===== src/hw/rtl/pplc_pkg.sv =====
// pplc_pkg: shared constants, codes and types of the pinned priority lru byte cache
// used by pplc_ram users, pplc_ctrl, pplc_dpath and the top level
`default_nettype none

package pplc_pkg;

	localparam int SLOTS    = 64;
	localparam int PIN_BITS = 8;
	localparam int PIN_KINDS = 4;
	localparam int SLOT_W   = $clog2(SLOTS);
	localparam int CNT_W    = $clog2(SLOTS + 1);

	localparam logic [2:0] FN_INSERT  = 3'd0;
	localparam logic [2:0] FN_LOOKUP  = 3'd1;
	localparam logic [2:0] FN_SETPRIO = 3'd2;
	localparam logic [2:0] FN_PIN     = 3'd3;
	localparam logic [2:0] FN_UNPIN   = 3'd4;
	localparam logic [2:0] FN_RELEASE = 3'd5;
	localparam logic [2:0] FN_CLEAR   = 3'd6;

	localparam logic [1:0] ST_OK      = 2'd0;
	localparam logic [1:0] ST_MISS    = 2'd1;
	localparam logic [1:0] ST_FULL    = 2'd2;
	localparam logic [1:0] ST_EVICTED = 2'd3;

	localparam logic [1:0] PRIO_RSVD  = 2'd3;
	localparam logic [1:0] PRIO_BG    = 2'd0;

	typedef struct packed {
		logic [PIN_KINDS*PIN_BITS-1:0] pins;
		logic                          pend;
		logic [47:0]                   last_use;
		logic [1:0]                    prio;
		logic [39:0]                   cost;
		logic [31:0]                   handle;
	} entry_t;

	typedef struct packed {
		logic              latch;
		logic              cand_load;
		logic              retry;
		logic              scan_init;
		logic              rd_en;
		logic [SLOT_W-1:0] rd_addr;
		logic              ev_find;
		logic              ev_victim;
		logic [SLOT_W-1:0] ev_idx;
		logic              ins_write;
		logic              mod_write;
		logic              remove_match;
		logic              evict;
		logic              clear_all;
		logic              load_out;
		logic [1:0]        out_code;
	} dp_cmd_t;

	typedef struct packed {
		logic [2:0] func;
		logic       id_zero;
		logic       cost_ok;
		logic       found;
		logic       free_found;
		logic       over;
		logic       victim_found;
		logic       unpin_remove;
		logic       pins_nz;
		logic       new_valid;
	} dp_sts_t;

endpackage

`default_nettype wire


===== src/hw/rtl/pplc_ctrl.sv =====
// pplc_ctrl: sequencer for table scans, updates, trim loop and result handoff
// depends on pplc_pkg
`default_nettype none

module pplc_ctrl
	import pplc_pkg::*;
(
	input  wire logic    clk,
	input  wire logic    arst_n,
	input  wire logic    in_valid,
	output      logic    in_stall,
	output      logic    out_valid,
	input  wire logic    out_stall,
	input  wire dp_sts_t sts,
	output      dp_cmd_t cmd
);

	typedef enum logic [2:0] {
		S_IDLE, S_DISPATCH, S_SCAN, S_DEC_FIND, S_TRIM_CHK, S_DEC_VIC, S_OUT
	} state_t;

	state_t            state_q;
	logic [CNT_W-1:0]  cnt_q;
	logic              ev_s1, kind_q, out_valid_q;
	logic [SLOT_W-1:0] ev_idx_s1;
	logic [1:0]        code_q, trim_code;
	logic              scan_op;

	assign in_stall  = (state_q != S_IDLE);
	assign out_valid = out_valid_q;
	assign trim_code = (sts.func == FN_INSERT) ? (sts.new_valid ? ST_OK : ST_EVICTED) : ST_OK;
	assign scan_op   = (sts.func inside {FN_LOOKUP, FN_SETPRIO, FN_PIN, FN_UNPIN,
		FN_RELEASE}) && !sts.id_zero;

	always_comb begin
		cmd           = '0;
		cmd.rd_addr   = cnt_q[SLOT_W-1:0];
		cmd.ev_idx    = ev_idx_s1;
		cmd.ev_find   = ev_s1 && !kind_q;
		cmd.ev_victim = ev_s1 && kind_q;
		cmd.out_code  = code_q;
		case (state_q)
			S_IDLE: cmd.latch = in_valid;
			S_DISPATCH: begin
				if (sts.func == FN_CLEAR) begin
					cmd.clear_all = 1'b1;
				end else if (sts.func == FN_INSERT && sts.cost_ok) begin
					cmd.cand_load = 1'b1;
					cmd.scan_init = 1'b1;
				end else if (scan_op) begin
					cmd.scan_init = 1'b1;
				end
			end
			S_SCAN: cmd.rd_en = (cnt_q < CNT_W'(SLOTS));
			S_DEC_FIND: begin
				if (sts.func == FN_INSERT) begin
					if (sts.free_found && sts.found) begin
						cmd.retry     = 1'b1;
						cmd.scan_init = 1'b1;
					end else if (sts.free_found) begin
						cmd.ins_write = 1'b1;
					end
				end else if (sts.found) begin
					case (sts.func)
						FN_RELEASE: begin
							cmd.mod_write    = sts.pins_nz;
							cmd.remove_match = !sts.pins_nz;
						end
						FN_UNPIN: begin
							cmd.mod_write    = 1'b1;
							cmd.remove_match = sts.unpin_remove;
						end
						default: cmd.mod_write = 1'b1;
					endcase
				end
			end
			S_TRIM_CHK: cmd.scan_init = sts.over;
			S_DEC_VIC: cmd.evict = sts.victim_found;
			S_OUT: cmd.load_out = !out_valid_q || !out_stall;
			default: ;
		endcase
	end

	always_ff @(posedge clk or negedge arst_n) begin
		if (!arst_n) begin
			state_q     <= S_IDLE;
			cnt_q       <= '0;
			ev_s1       <= 1'b0;
			ev_idx_s1   <= '0;
			kind_q      <= 1'b0;
			code_q      <= ST_OK;
			out_valid_q <= 1'b0;
		end else begin
			ev_s1 <= (state_q == S_SCAN) && (cnt_q < CNT_W'(SLOTS));
			if (state_q == S_OUT && (!out_valid_q || !out_stall)) begin
				out_valid_q <= 1'b1;
			end else if (out_valid_q && !out_stall) begin
				out_valid_q <= 1'b0;
			end
			case (state_q)
				S_IDLE: begin
					if (in_valid) begin
						state_q <= S_DISPATCH;
					end
				end
				S_DISPATCH: begin
					cnt_q  <= '0;
					kind_q <= 1'b0;
					if (sts.func == FN_CLEAR) begin
						code_q  <= ST_OK;
						state_q <= S_OUT;
					end else if ((sts.func == FN_INSERT && sts.cost_ok) || scan_op) begin
						state_q <= S_SCAN;
					end else begin
						code_q  <= ST_MISS;
						state_q <= S_OUT;
					end
				end
				S_SCAN: begin
					ev_idx_s1 <= cnt_q[SLOT_W-1:0];
					if (cnt_q < CNT_W'(SLOTS)) begin
						cnt_q <= cnt_q + 1'b1;
					end else begin
						state_q <= kind_q ? S_DEC_VIC : S_DEC_FIND;
					end
				end
				S_DEC_FIND: begin
					cnt_q <= '0;
					if (sts.func == FN_INSERT) begin
						if (!sts.free_found) begin
							code_q  <= ST_FULL;
							state_q <= S_OUT;
						end else if (sts.found) begin
							state_q <= S_SCAN;
						end else begin
							state_q <= S_TRIM_CHK;
						end
					end else if (!sts.found) begin
						code_q  <= ST_MISS;
						state_q <= S_OUT;
					end else if (sts.func == FN_SETPRIO ||
						(sts.func == FN_UNPIN && !sts.unpin_remove)) begin
						state_q <= S_TRIM_CHK;
					end else begin
						code_q  <= ST_OK;
						state_q <= S_OUT;
					end
				end
				S_TRIM_CHK: begin
					cnt_q  <= '0;
					kind_q <= 1'b1;
					if (sts.over) begin
						state_q <= S_SCAN;
					end else begin
						code_q  <= trim_code;
						state_q <= S_OUT;
					end
				end
				S_DEC_VIC: begin
					if (sts.victim_found) begin
						state_q <= S_TRIM_CHK;
					end else begin
						code_q  <= trim_code;
						state_q <= S_OUT;
					end
				end
				S_OUT: begin
					if (!out_valid_q || !out_stall) begin
						state_q <= S_IDLE;
					end
				end
				default: state_q <= S_IDLE;
			endcase
		end
	end

	a_evict_needs_victim: assert property (@(posedge clk) disable iff (!arst_n)
		cmd.evict |-> sts.victim_found && sts.over)
		else $error("eviction without a victim or without overrun");

	a_insert_free_slot: assert property (@(posedge clk) disable iff (!arst_n)
		cmd.ins_write |-> sts.free_found && !sts.found)
		else $error("insert without a free slot or with a handle in use");

	a_single_removal: assert property (@(posedge clk) disable iff (!arst_n)
		!(cmd.evict && cmd.remove_match))
		else $error("two removals in one cycle");

	a_out_after_load: assert property (@(posedge clk) disable iff (!arst_n)
		cmd.load_out |=> out_valid && state_q == S_IDLE)
		else $error("result load did not raise out_valid");

endmodule

`default_nettype wire


===== config.mk =====
export PLATFORM = sky130hd
export DESIGN_NAME = pplc_ctrl
export DESIGN_NICKNAME = d
export VERILOG_FILES = /design/src/hw/rtl/pplc_pkg.sv /design/src/hw/rtl/pplc_ctrl.sv
export SDC_FILE = /design/constraint.sdc
export NUM_CORES = 1
export LEC_CHECK = 0
export ABC_AREA = 1
export BUFFER_PORTS_ARGS = -buffer_cell sky130_fd_sc_hd__buf_2
export CAP_MARGIN = 20
export CORE_UTILIZATION = 45
export CTS_CLUSTER_DIAMETER = 100
export DETAILED_ROUTE_END_ITERATION = 7
export MAX_ROUTING_LAYER = met4
export PLACE_DENSITY = 0.76
export SKIP_LAST_GASP = 1
export SYNTH_ARGS = -nofsm -noshare
export SYNTH_HDL_FRONTEND = slang
export SYNTH_SLANG_ARGS = --single-unit
export TNS_END_PERCENT = 30

===== constraint.sdc =====
create_clock -name clk -period 1.2 [get_ports clk]
set_input_delay 0.06 -clock clk [delete_from_list [all_inputs] [get_ports clk]]
set_output_delay 0.06 -clock clk [all_outputs]
set_load 0.01 [all_outputs]

==> summary.md, run 1 <==
| Metric | Value |
|---|---|
| Outcome | finished with violations |
| Failing checks | negative setup slack |
| Core area | 2760 µm² |
| Post-Syn Instances | 180 |
| Number of remaining DRC errors | 0 |
| Max-slew headroom | 69.2% |
| Tot Pwr | 1.14 mW |
| Int Pwr | approximately 870 µW |
| Setup CP Type | reg2reg |
| Multi-input combinational cell area | 687 µm² |
| Crit path from | state_q[2] |
| Worst-Margin Slew | roughly 460 ps |
| Iteration count of the initial detailed-routing pass | 5 |
| Largest net degree at the start of global routing | 22 |
| Fin. max-slew vios | 0 |
| Clk buf depth | 2 |
| Clock skew | 4.08 ps |
| Static Leakage | 1.06 nW |
| Sw frac | between 20% and 30% |
| Flop pwr share | 62.3% |
| Vias in the first global route | 1309 |
| R2r setup slk | -290 ps |
| Clk pwr share | 29.8% |
| Commonest non-fill, non-tap cell in the layout | buf_2 |
| Die ar. | 3140 µm² |
| Worst setup path end | code_q[0] |
| Layout cell share with drive strength beyond 1 | approximately 43% |
| First DRT Iteration DRCs | 42 |
| Filler cells | 237 |
| Avg WL per Cell | 12.5 µm |
| Fin nets | 270 |
| Inserted Diodes | 0 |
| Core Util, Final | 68.3% |
| Die Width | around 56 µm |
| Arrival @ worst endpoint | 1700 ps |
| FF/Latch Area | roughly 530 µm² |
| Ports | 45 |
| Clk sinks | 21 |
| Setup crit end kind | flip-flop |
| Avg Inst Size Synth | ~7.3 µm² |
| Fmax | 672 MHz |
| Initial antenna violation count | 0 |
| Sw power | between 200 and 300 µW |
| Sequential fraction of the synthesis area | around two fifths |
| Post-DP HPWL | 2310 µm |
| Antenna Violating Nets Remaining | 0 |
| Worst-path clk slew | between 100 and 150 ps |
| Clk Latency, worst-skew pair | 300 ps |
| Row count | 19 |
| Final worst slack | -288 ps |
| Maximum vdd drop | around 0.86 mV |
| Root buf cell | clkbuf_4 |
| Yosys cell types | 25 |
| Syn nets | between 150 and 200 |
| First-pass GRT wire length | between 5000 and 6000 µm |
| Fin. Hold Viols | 0 |
| WL met2 | 1790 µm |
| Gpl congestion | 0.850 |
| Worst reg2reg path depth | 9 |
| FF-to-FF End | code_q[0] |
| Minimum clock period | 1490 ps |
| Highest routed layer | met4 |
| Period utilization | 124% |
| CTS tree | done |
| RSZ-0062 raised after global routing | true |
| Number of max-cap violations | 0 |
| Critical Path Fanout Max | 5 |
| Syn-to-layout area delta | 43.6% |
| CTS Buf Count | 3 |
| Launch point of the worst reg-to-reg path | state_q[2] |
| Synthesis-stage register bit count | 21 |
| Initial core utilization | 47.6% |
| Synth Warn # | 0 |
| Number of buffers added on ports | 44 |
| Most frequent cells in the layout | 43 x buf_2, 40 x nand2_1, 24 x buf_4 |
| Gate power share | 7.9% |
| DRT Wirelength | 3520 µm |
| H-tree depth | 1 |
| Hold Path Class | in2reg |
| Met1 wire length | 1560 µm |
| Worst Path Required | 1410 ps |
| Power Dens Cells | 603 nW/µm² |
| CP Launch Type | flip-flop |
| GRT Resource Usage Total | 22.8% |
| Vias per cell | 5.18 |
| Die Ht | 56.0 µm |
| Grt ovf | 0 |
| Final setup violation count | 25 |
| Post-Syn Area | 1310 µm² |
| Via count | 1467 |
| Met3 wire length | roughly 140 µm |
power groups by stage:
stage                     combinational, mW  clock [mW]  sequential (mW)
after detailed placement             0.0812           0            0.721
after global placement               0.0811           0            0.721
after CTS                            0.0874       0.347            0.707
after floorplan                      0.0282           0            0.721
final                                0.0897       0.339            0.707
after global routing                  0.101       0.376            0.708
per-layer routing:
| layer | global-route usage, % | vias up |
|---|---|---|
| li1 | - | 723 |
| met1 | 29.0 | 708 |
| met2 | 37.6 | 32 |
| met3 | 4.65 | 4 |
| met4 | 4.88 | 0 |
| met5 | - | - |
synth_stat cells:
| cell type | n | area share (%) |
|---|---|---|
| a211oi_1 | 2 | 1.1 |
| o211ai_1 | 1 | 0.57 |
| inv_2 | 3 | 0.86 |
| inv_4 | 1 | 0.48 |
| ha_1 | 1 | 0.95 |
| nor3_1 | 1 | 0.38 |
| nand4_1 | 7 | 3.3 |
| dfrtp_1 | 21 | 40 |
| nand3_1 | 20 | 7.6 |
| nor2_2 | 1 | 0.48 |
| nor2_1 | 18 | 5.1 |
| a21oi_2 | 1 | 0.67 |
| nand2_1 | 40 | 11 |
| inv_1 | 26 | 7.4 |
| buf_4 | 6 | 3.4 |
| o21ai_0 | 13 | 5.0 |
| or2_2 | 1 | 0.48 |
| nand2_2 | 3 | 1.4 |
| nand3_2 | 3 | 2.3 |
| a21oi_1 | 5 | 1.9 |
| nor2_4 | 1 | 0.86 |
| o22ai_1 | 1 | 0.48 |
| nor2_8 | 1 | 1.5 |
| nand2_4 | 2 | 1.7 |
| buf_2 | 1 | 0.38 |
worst max-delay path, cell delays in order, from the launching register on:
cell and delay (ps):
dfrtp_2 450, buf_4 170, nand2_1 150, inv_1 70, nor2_1 100, nand3_1 100
a21oi_2 170, nand2_1 90, nand2_1 60, nand2_1 40
flip-flops by register name, indices dropped and copies added (netlist names):
register and flops:
cnt_q 7, state_q 3, ev_s1 1, kind_q 1, ev_idx_s1 6, code_q 2
out_valid 1
timing repair:
| item | CTS | global route |
|---|---|---|
| setup buffers | 13 | 2 |
| hold buffers | 2 | 0 |
| pin swaps | 6 | 4 |
| setup endpoints to repair | 29 | 29 |
| resized for setup | 18 | 10 |
| hold endpoints to repair | 22 | 0 |
per-stage QoR:
stage	area, µm²	setup WS, ps	hold WS [ps]	TNS, ps	cells
global placement	1630	-127	35.2	-1140	262
finish	1880	-288	35.2	-5180	283
detailed placement	1630	-141	34.5	-1340	262
CTS	1830	-266	26.3	-4420	281
global route	1880	-385	43.5	-7170	283
floorplan	1310	4.34	-236	0	180
cells by family after synthesis:
group / share of synthesized area, %
flops: 40.0
compound gates: 9.72
simple gates: 36.7
fa+ha+maj: 0.953
buf+inv: 12.6
how the worst min path moves through the flow:
stage | from | to | depth (start not counted) | slack [ps]
after floorplan | arst_n | cnt_q[0] | 0 | -240
after CTS | in_valid | state_q[0] | 3 | 30
after detailed placement | arst_n | ev_idx_s1[2] | 1 | 30
after global routing | in_valid | state_q[0] | 3 | 40
after global placement | arst_n | ev_idx_s1[1] | 1 | 40
final | in_valid | state_q[0] | 3 | 40
area by class of cell:
| type | instances | share of cell area [%] |
|---|---|---|
| multi-input cells | 122 | 36.5 |
| flip-flops and latches | 21 | 28.1 |
| repair buffers | 75 | 25.6 |
| inverters | 30 | 6.37 |
| well taps | 31 | 2.06 |
| clock buffers | 4 | 1.39 |
Note: power is estimated with default switching activity, not from simulation.
==> run 2, diff against run 1 <==
--- a/config.mk
+++ b/config.mk
@@ -8,12 +8,14 @@
 export ABC_AREA = 1
 export BUFFER_PORTS_ARGS = -buffer_cell sky130_fd_sc_hd__buf_2
 export CAP_MARGIN = 20
+export CORE_ASPECT_RATIO = 2
 export CORE_UTILIZATION = 45
 export CTS_CLUSTER_DIAMETER = 100
 export DETAILED_ROUTE_END_ITERATION = 7
 export MAX_ROUTING_LAYER = met4
-export PLACE_DENSITY = 0.76
+export PLACE_DENSITY = 0.73
 export SKIP_LAST_GASP = 1
+export SLEW_MARGIN = 20
 export SYNTH_ARGS = -nofsm -noshare
 export SYNTH_HDL_FRONTEND = slang
 export SYNTH_SLANG_ARGS = --single-unit
==> constraint.sdc (replaced) <==
create_clock -name clk -period 1.8 [get_ports clk]
set_input_delay 0.09 -clock clk [delete_from_list [all_inputs] [get_ports clk]]
set_output_delay 0.09 -clock clk [all_outputs]
set_load 0.01 [all_outputs]
==> run 2 against run 1 <==
  * The flow now finishes without violations
  * Register-to-register slack better by 660 ps
  * Routed wire length down 13%
  * Utilization down 11 points
  * Sequential cell count unchanged
  * Clock power down 12%
  * Sequential share of layout area up 5.1 points
  * Non-clock buffer count down 30
  * Critical path type is now reg2out
  * Hold slack better by 20 ps
  * Global-route usage down 0.60 points
  * First-iteration DRC count down 38%
  * Highest routed layer unchanged
  * Clock skew down 0.61 ps
  * Setup slack better by 390 ps
==> summary.md, run 2 (synthesized netlist as in run 1, its figures left out) <==
| Metric | Value |
|---|---|
| Clk buf depth | 2 |
| CTS Buf Count | 3 |
| Top reg by flops | cnt_q |
| Clk Latency, worst-skew pair | 260 ps |
| Die Ht | 78.4 µm |
| First-pass GRT wire length | a little under 5000 µm |
| Grt ovf | 0 |
| Worst-path cell chain | inv_2, nand3_2, inv_4, nand3_1, o211ai_1, buf_2 |
| Slowest stage cell, crit path | dfrtp_1 |
| Initial core utilization | around 47% |
| GRT Resource Usage Total | 22.2% |
| Gpl congestion | 0.745 |
| Initial antenna violation count | 0 |
| Vias per cell | 5.13 |
| Worst Path Required | 1710 ps |
| Final setup TNS | 0 ps |
| Die ar. | 3150 µm² |
| Avg WL per Cell | about 12 µm |
| Root buf cell | clkbuf_8 |
| Critical Path Fanout Max | 7 |
| Row count | 27 |
| Hold slack | 55.4 ps |
| FF-to-FF End | code_q[0] |
| Worst-path clk slew | 70 ps |
| Largest stage delay on the critical path | 490 ps |
| Minimum clock period | 1690 ps |
| Vias in the first global route | roughly 1200 |
| Hold Path Class | in2reg |
| Launch point of the worst reg-to-reg path | state_q[2] |
| DRT Wirelength | around 3100 µm |
| Ports | 45 |
| Commonest non-fill, non-tap cell in the layout | buf_2 |
| Dpl cell area | ~1500 µm² |
| Worst-Margin Slew | 464 ps |
| Final setup violation count | 0 |
| Core area | 2770 µm² |
| Fin. max-slew vios | 0 |
| Layout Cells excl Fill | 251 |
| Layout Cell Area excl Fill | 1580 µm² |
| Number of remaining DRC errors | 0 |
| Core Util, Final | 57.2% |
| Inserted Diodes | 0 |
| Arrival @ worst endpoint | 1600 ps |
| H-tree depth | 1 |
| Maximum vdd drop | 0.521 mV |
| Worst setup path end | cmd[23] |
| Iteration count of the initial detailed-routing pass | 4 |
| Syn-to-layout area delta | 20.7% |
| Static Leakage | 0.921 nW |
| CTS tree | done |
| Post-DP HPWL | 2460 µm |
| R2r setup slk | 370 ps |
| Die Width | roughly 40 µm |
| Setup CP Type | reg2out |
| Top flop regs | cnt_q (7), ev_idx_s1 (6), state_q (3) |
| RSZ-0062 raised after global routing | false |
| CP Launch Type | flip-flop |
| Number of buffers added on ports | 44 |
| Layout cell share with drive strength beyond 1 | 28.8% |
| Clock skew | 3.47 ps |
| Setup crit end kind | output pin |
| Number of max-cap violations | 0 |
| Worst reg2reg path depth | 7 |
| Most frequent cells in the layout | 44 x buf_2, 40 x nand2_1, 26 x inv_1 |
| Post-Place Setup Slack | 335 ps |
| Fin nets | 240 |
| Fmax | 590 MHz |
| Clk sinks | 21 |
| Tot Pwr | 828 µW |
| Largest net degree at the start of global routing | 22 |
| Antenna Violating Nets Remaining | 0 |
| Period utilization | ~94% |
| Via count | 1287 |
| Final worst slack | 105 ps |
| Fin. Hold Viols | 0 |
| Crit path from | state_q[2] |
| Placed Cells | 246 |
| Power Dens Cells | 523 nW/µm² |
| First DRT Iteration DRCs | 26 |
| Max FFs per register | 7 |
| Outcome | finished clean |
| Max-slew headroom | between 60% and 70% |
[run 2: worst min path at each step]
stage	startpoint	end	slack, ps	cells past startpoint
finish	out_stall	out_valid	60	3
CTS	out_stall	out_valid	50	3
global route	out_stall	out_valid	100	3
floorplan	arst_n	cnt_q[0]	-210	0
global placement	arst_n	cnt_q[1]	70	1
detailed placement	arst_n	cnt_q[3]	70	1
[run 2: report_power, final]
part           internal [mW]  leakage (nW)  total (mW)          switching, mW
registers              0.472         0.259       0.472  0.0000000000000000508
logic                 0.0204         0.639      0.0557                 0.0353
clock network          0.157        0.0228       0.300                  0.143
[run 2: critical path: cells and delay by family (launching register included)]
| kind | cells | cell delay, ps |
|---|---|---|
| AND/OR/NAND/NOR | 2 | 310 |
| AO/OA/AOI/OAI | 1 | 110 |
| flip-flops | 1 | 490 |
| buffers and inverters | 3 | 440 |
[run 2: what timing repair did]
item,in CTS,in global routing
hold endpoints to repair,21,0
hold buffers,1,0
setup endpoints to repair,0,1
buffers inserted,0,0
gates resized for setup,0,2
[run 2: layout make-up]
class                      instances  area [µm²]
clock buffer                       4        45.0
fill                             286        1190
inverter                          30         115
multi-input combinational        122         632
sequential                        21         526
tap                               29        36.3
timing repair buffer              45         230
[run 2: layer usage]
metal / vias to the layer above / global-route usage [%] / part of all wire, %
li1: 657 / - / -
met1: 586 / 23.3 / 36
met2: 39 / 40.5 / 58
met3: 5 / 1.13 / 4.1
met4: 0 / 7.00 / 1.5
met5: - / - / 0
==> run 3, diff against run 2 <==
--- a/config.mk
+++ b/config.mk
@@ -8,12 +8,14 @@
 export ABC_AREA = 1
 export BUFFER_PORTS_ARGS = -buffer_cell sky130_fd_sc_hd__buf_2
 export CAP_MARGIN = 20
+export CELL_PAD_IN_SITES_DETAIL_PLACEMENT = 1
+export CELL_PAD_IN_SITES_GLOBAL_PLACEMENT = 2
 export CORE_ASPECT_RATIO = 2
-export CORE_UTILIZATION = 45
-export CTS_CLUSTER_DIAMETER = 100
+export CORE_UTILIZATION = 28
+export CTS_CLUSTER_DIAMETER = 200
 export DETAILED_ROUTE_END_ITERATION = 7
 export MAX_ROUTING_LAYER = met4
-export PLACE_DENSITY = 0.73
+export PLACE_DENSITY_LB_ADDON = 0.1
 export SKIP_LAST_GASP = 1
 export SLEW_MARGIN = 20
 export SYNTH_ARGS = -nofsm -noshare
==> run 3 against run 2 <==
  * Count of clock-buffer cells in the layout is 1 lower
  * Register-to-register slack worse by 60 ps
  * Clock skew hardly changed
  * Fmax increased by 0.27%
  * Global-route usage shrank 4.2 points
  * Via count rose by 3.3%
  * First-iteration DRC count down 35%
  * Setup slack better by 4.5 ps
  * Largest cell class unchanged
  * Largest power group unchanged
  * Highest routed layer unchanged
==> summary.md, run 3 (synthesized netlist as in run 1, its figures left out) <==
| Metric | Value |
|---|---|
| Outcome | finished clean |
| Iteration count of the initial detailed-routing pass | 3 |
| Top flop regs | cnt_q (7), ev_idx_s1 (6), state_q (3) |
| Max FFs per register | 7 |
| Power Dens Cells | 527 nW/µm² |
| Gate power share | roughly 7% |
| Vias in the first global route | 1455 |
| FF/Latch Area | 526 µm² |
| Fin. Hold Viols | 0 |
| Tot Pwr | 849 µW |
| Root buf cell | clkbuf_8 |
| Flop pwr share | 55.5% |
| Fin. max-slew vios | 0 |
| Setup Fix Bufs, Post-CTS | 0 |
| Clk sinks | 21 |
| Minimum clock period | 1690 ps |
| Worst Path Required | 1710 ps |
| Core area | 4420 µm² |
| Buffers and inverters on the worst path | 2 |
| Ports | 45 |
| GRT Resource Usage Total | 18.0% |
| Clock skew | ~3.1 ps |
| Final setup violation count | 0 |
| Worst-Margin Slew | 523 ps |
| Max-slew headroom | ~65% |
| Number of max-cap violations | 0 |
| Row count | 34 |
| Post-Place Setup Slack | 237 ps |
| Post-DP HPWL | 3240 µm |
| Setup CP Type | reg2out |
| Number of remaining DRC errors | 0 |
| CP Launch Type | flip-flop |
| First-pass GRT wire length | approximately 6700 µm |
| Maximum vdd drop | 0.464 mV |
| Worst-path cell chain | nand3_2, inv_4, nand3_1, o211ai_1, buf_2 |
| Fmax | about 590 MHz |
| Via count | 1329 |
| Arrival @ worst endpoint | 1600 ps |
| Largest stage delay on the critical path | 510 ps |
| Final worst slack | ~110 ps |
| Int Pwr | ~650 µW |
| Syn-to-layout area delta | 22.8% |
| First DRT Iteration DRCs | 17 |
| CP top delay family | flip-flops |
| Vias per cell | between 4 and 5 |
| Clk Latency, worst-skew pair | 260 ps |
| DRT Wirelength | 3950 µm |
| Number of buffers added on ports | 44 |
| Commonest non-fill, non-tap cell in the layout | buf_2 |
| Filler cells | 588 |
| Fin nets | 240 |
| Largest net degree at the start of global routing | 22 |
| Multi-input combinational cell area | 627 µm² |
| Clk pwr share | between 30% and 40% |
| RSZ-0062 raised after global routing | true |
| Hold Path Class | in2reg |
| CTS tree | done |
| Inserted Diodes | 0 |
| CTS Buf Count | 3 |
| Setup crit end kind | output pin |
| Avg WL per Cell | 14.3 µm |
| Gpl congestion | 0.778 |
| Grt ovf | 0 |
| Highest routed layer | met4 |
| Die Width | 50.4 µm |
| Top reg by flops | cnt_q |
| Antenna Violating Nets Remaining | 0 |
| Most frequent cells in the layout | 44 x buf_2, 40 x nand2_1, 25 x inv_1 |
| Sw power | 203 µW |
| H-tree depth | 1 |
| Initial antenna violation count | 0 |
| Die ar. | 4980 µm² |
| Sw frac | between 20% and 30% |
| Initial core utilization | 29.7% |
| Worst-path clk slew | 80 ps |
| Critical Path Fanout Max | 6 |
| Met3 wire length | ~120 µm |
| Die Ht | 98.8 µm |
| Met1 wire length | 1380 µm |
| Static Leakage | around 0.92 nW |
| Slowest stage cell, crit path | dfrtp_1 |
| Clk buf depth | 2 |
| Layout cell share with drive strength beyond 1 | 29.7% |
| WL met2 | 2340 µm |
| Period utilization | 93.9% |
run 3: cell count changes in the layout (fill, tap and decap cells not counted), sizes merged:
cell,previous run,this run
clkinv,0,1
clkbuf,4,3
run 3: final timing paths:
path	endpoint	slack (ps)	depth (start not counted)	startpoint
setup / recovery	cmd[23]	110	5	state_q[1]
hold / removal	out_valid	50	3	out_stall
setup reg to reg	code_q[1]	310	7	state_q[1]
hold reg to reg	code_q[0]	480	2	code_q[0]
max in group asynchronous	ev_s1	1130	2	arst_n
min in group asynchronous	cnt_q[3]	320	2	arst_n
run 3: worst register-to-register path, stage by stage, from the launching register on:
cell and delay [ps]:
dfrtp_1 510, inv_2 100, nand3_2 130, inv_1 80
a21oi_1 310, nand2_1 120, nand2_1 80, nand2_1 40
run 3: final cells by class:
cell class,instances,share of cell area [%]
clock buffer,3,2.56
clock inverter,1,0.311
inverter,30,7.14
multi-input combinational,122,38.9
sequential,21,32.6
tap,54,4.19
timing repair buffer,45,14.3
run 3: what timing repair did:
| item | 4_1_cts | 5_1_grt |
|---|---|---|
| gates resized for setup | 1 | 1 |
| pin swaps | 0 | 0 |
| hold endpoints to repair | 21 | 0 |
| hold buffers | 1 | 0 |
| setup endpoints to repair | 1 | 1 |
run 3: power groups by stage:
stage	Clock [mW]	Combinational, mW	Sequential (mW)
global route	0.346	0.0672	0.471
finish	0.320	0.0583	0.471
CTS	0.333	0.0595	0.471
detailed placement	0	0.0572	0.481
floorplan	0	0.0188	0.481
global placement	0	0.0556	0.481
run 3: per-layer routing:
layer	vias to the layer above	track usage, %
li1	657	-
met4	0	7.26
met2	35	35.5
met3	8	1.85
met1	629	16.4
met5	-	-
run 3: per-stage QoR:
stage               setup TNS [ps]  hold WS (ps)  utilization [%]  instances  cell area [µm²]
finish                           0          49.6             36.4        276             1610
detailed placement               0          88.6             35.0        271             1550
CTS                              0          48.2             36.3        276             1610
floorplan                        0          -206                -        180             1310
global route                 -5.00          61.4             36.4        276             1610
global placement                 0          71.5             35.0        271             1550
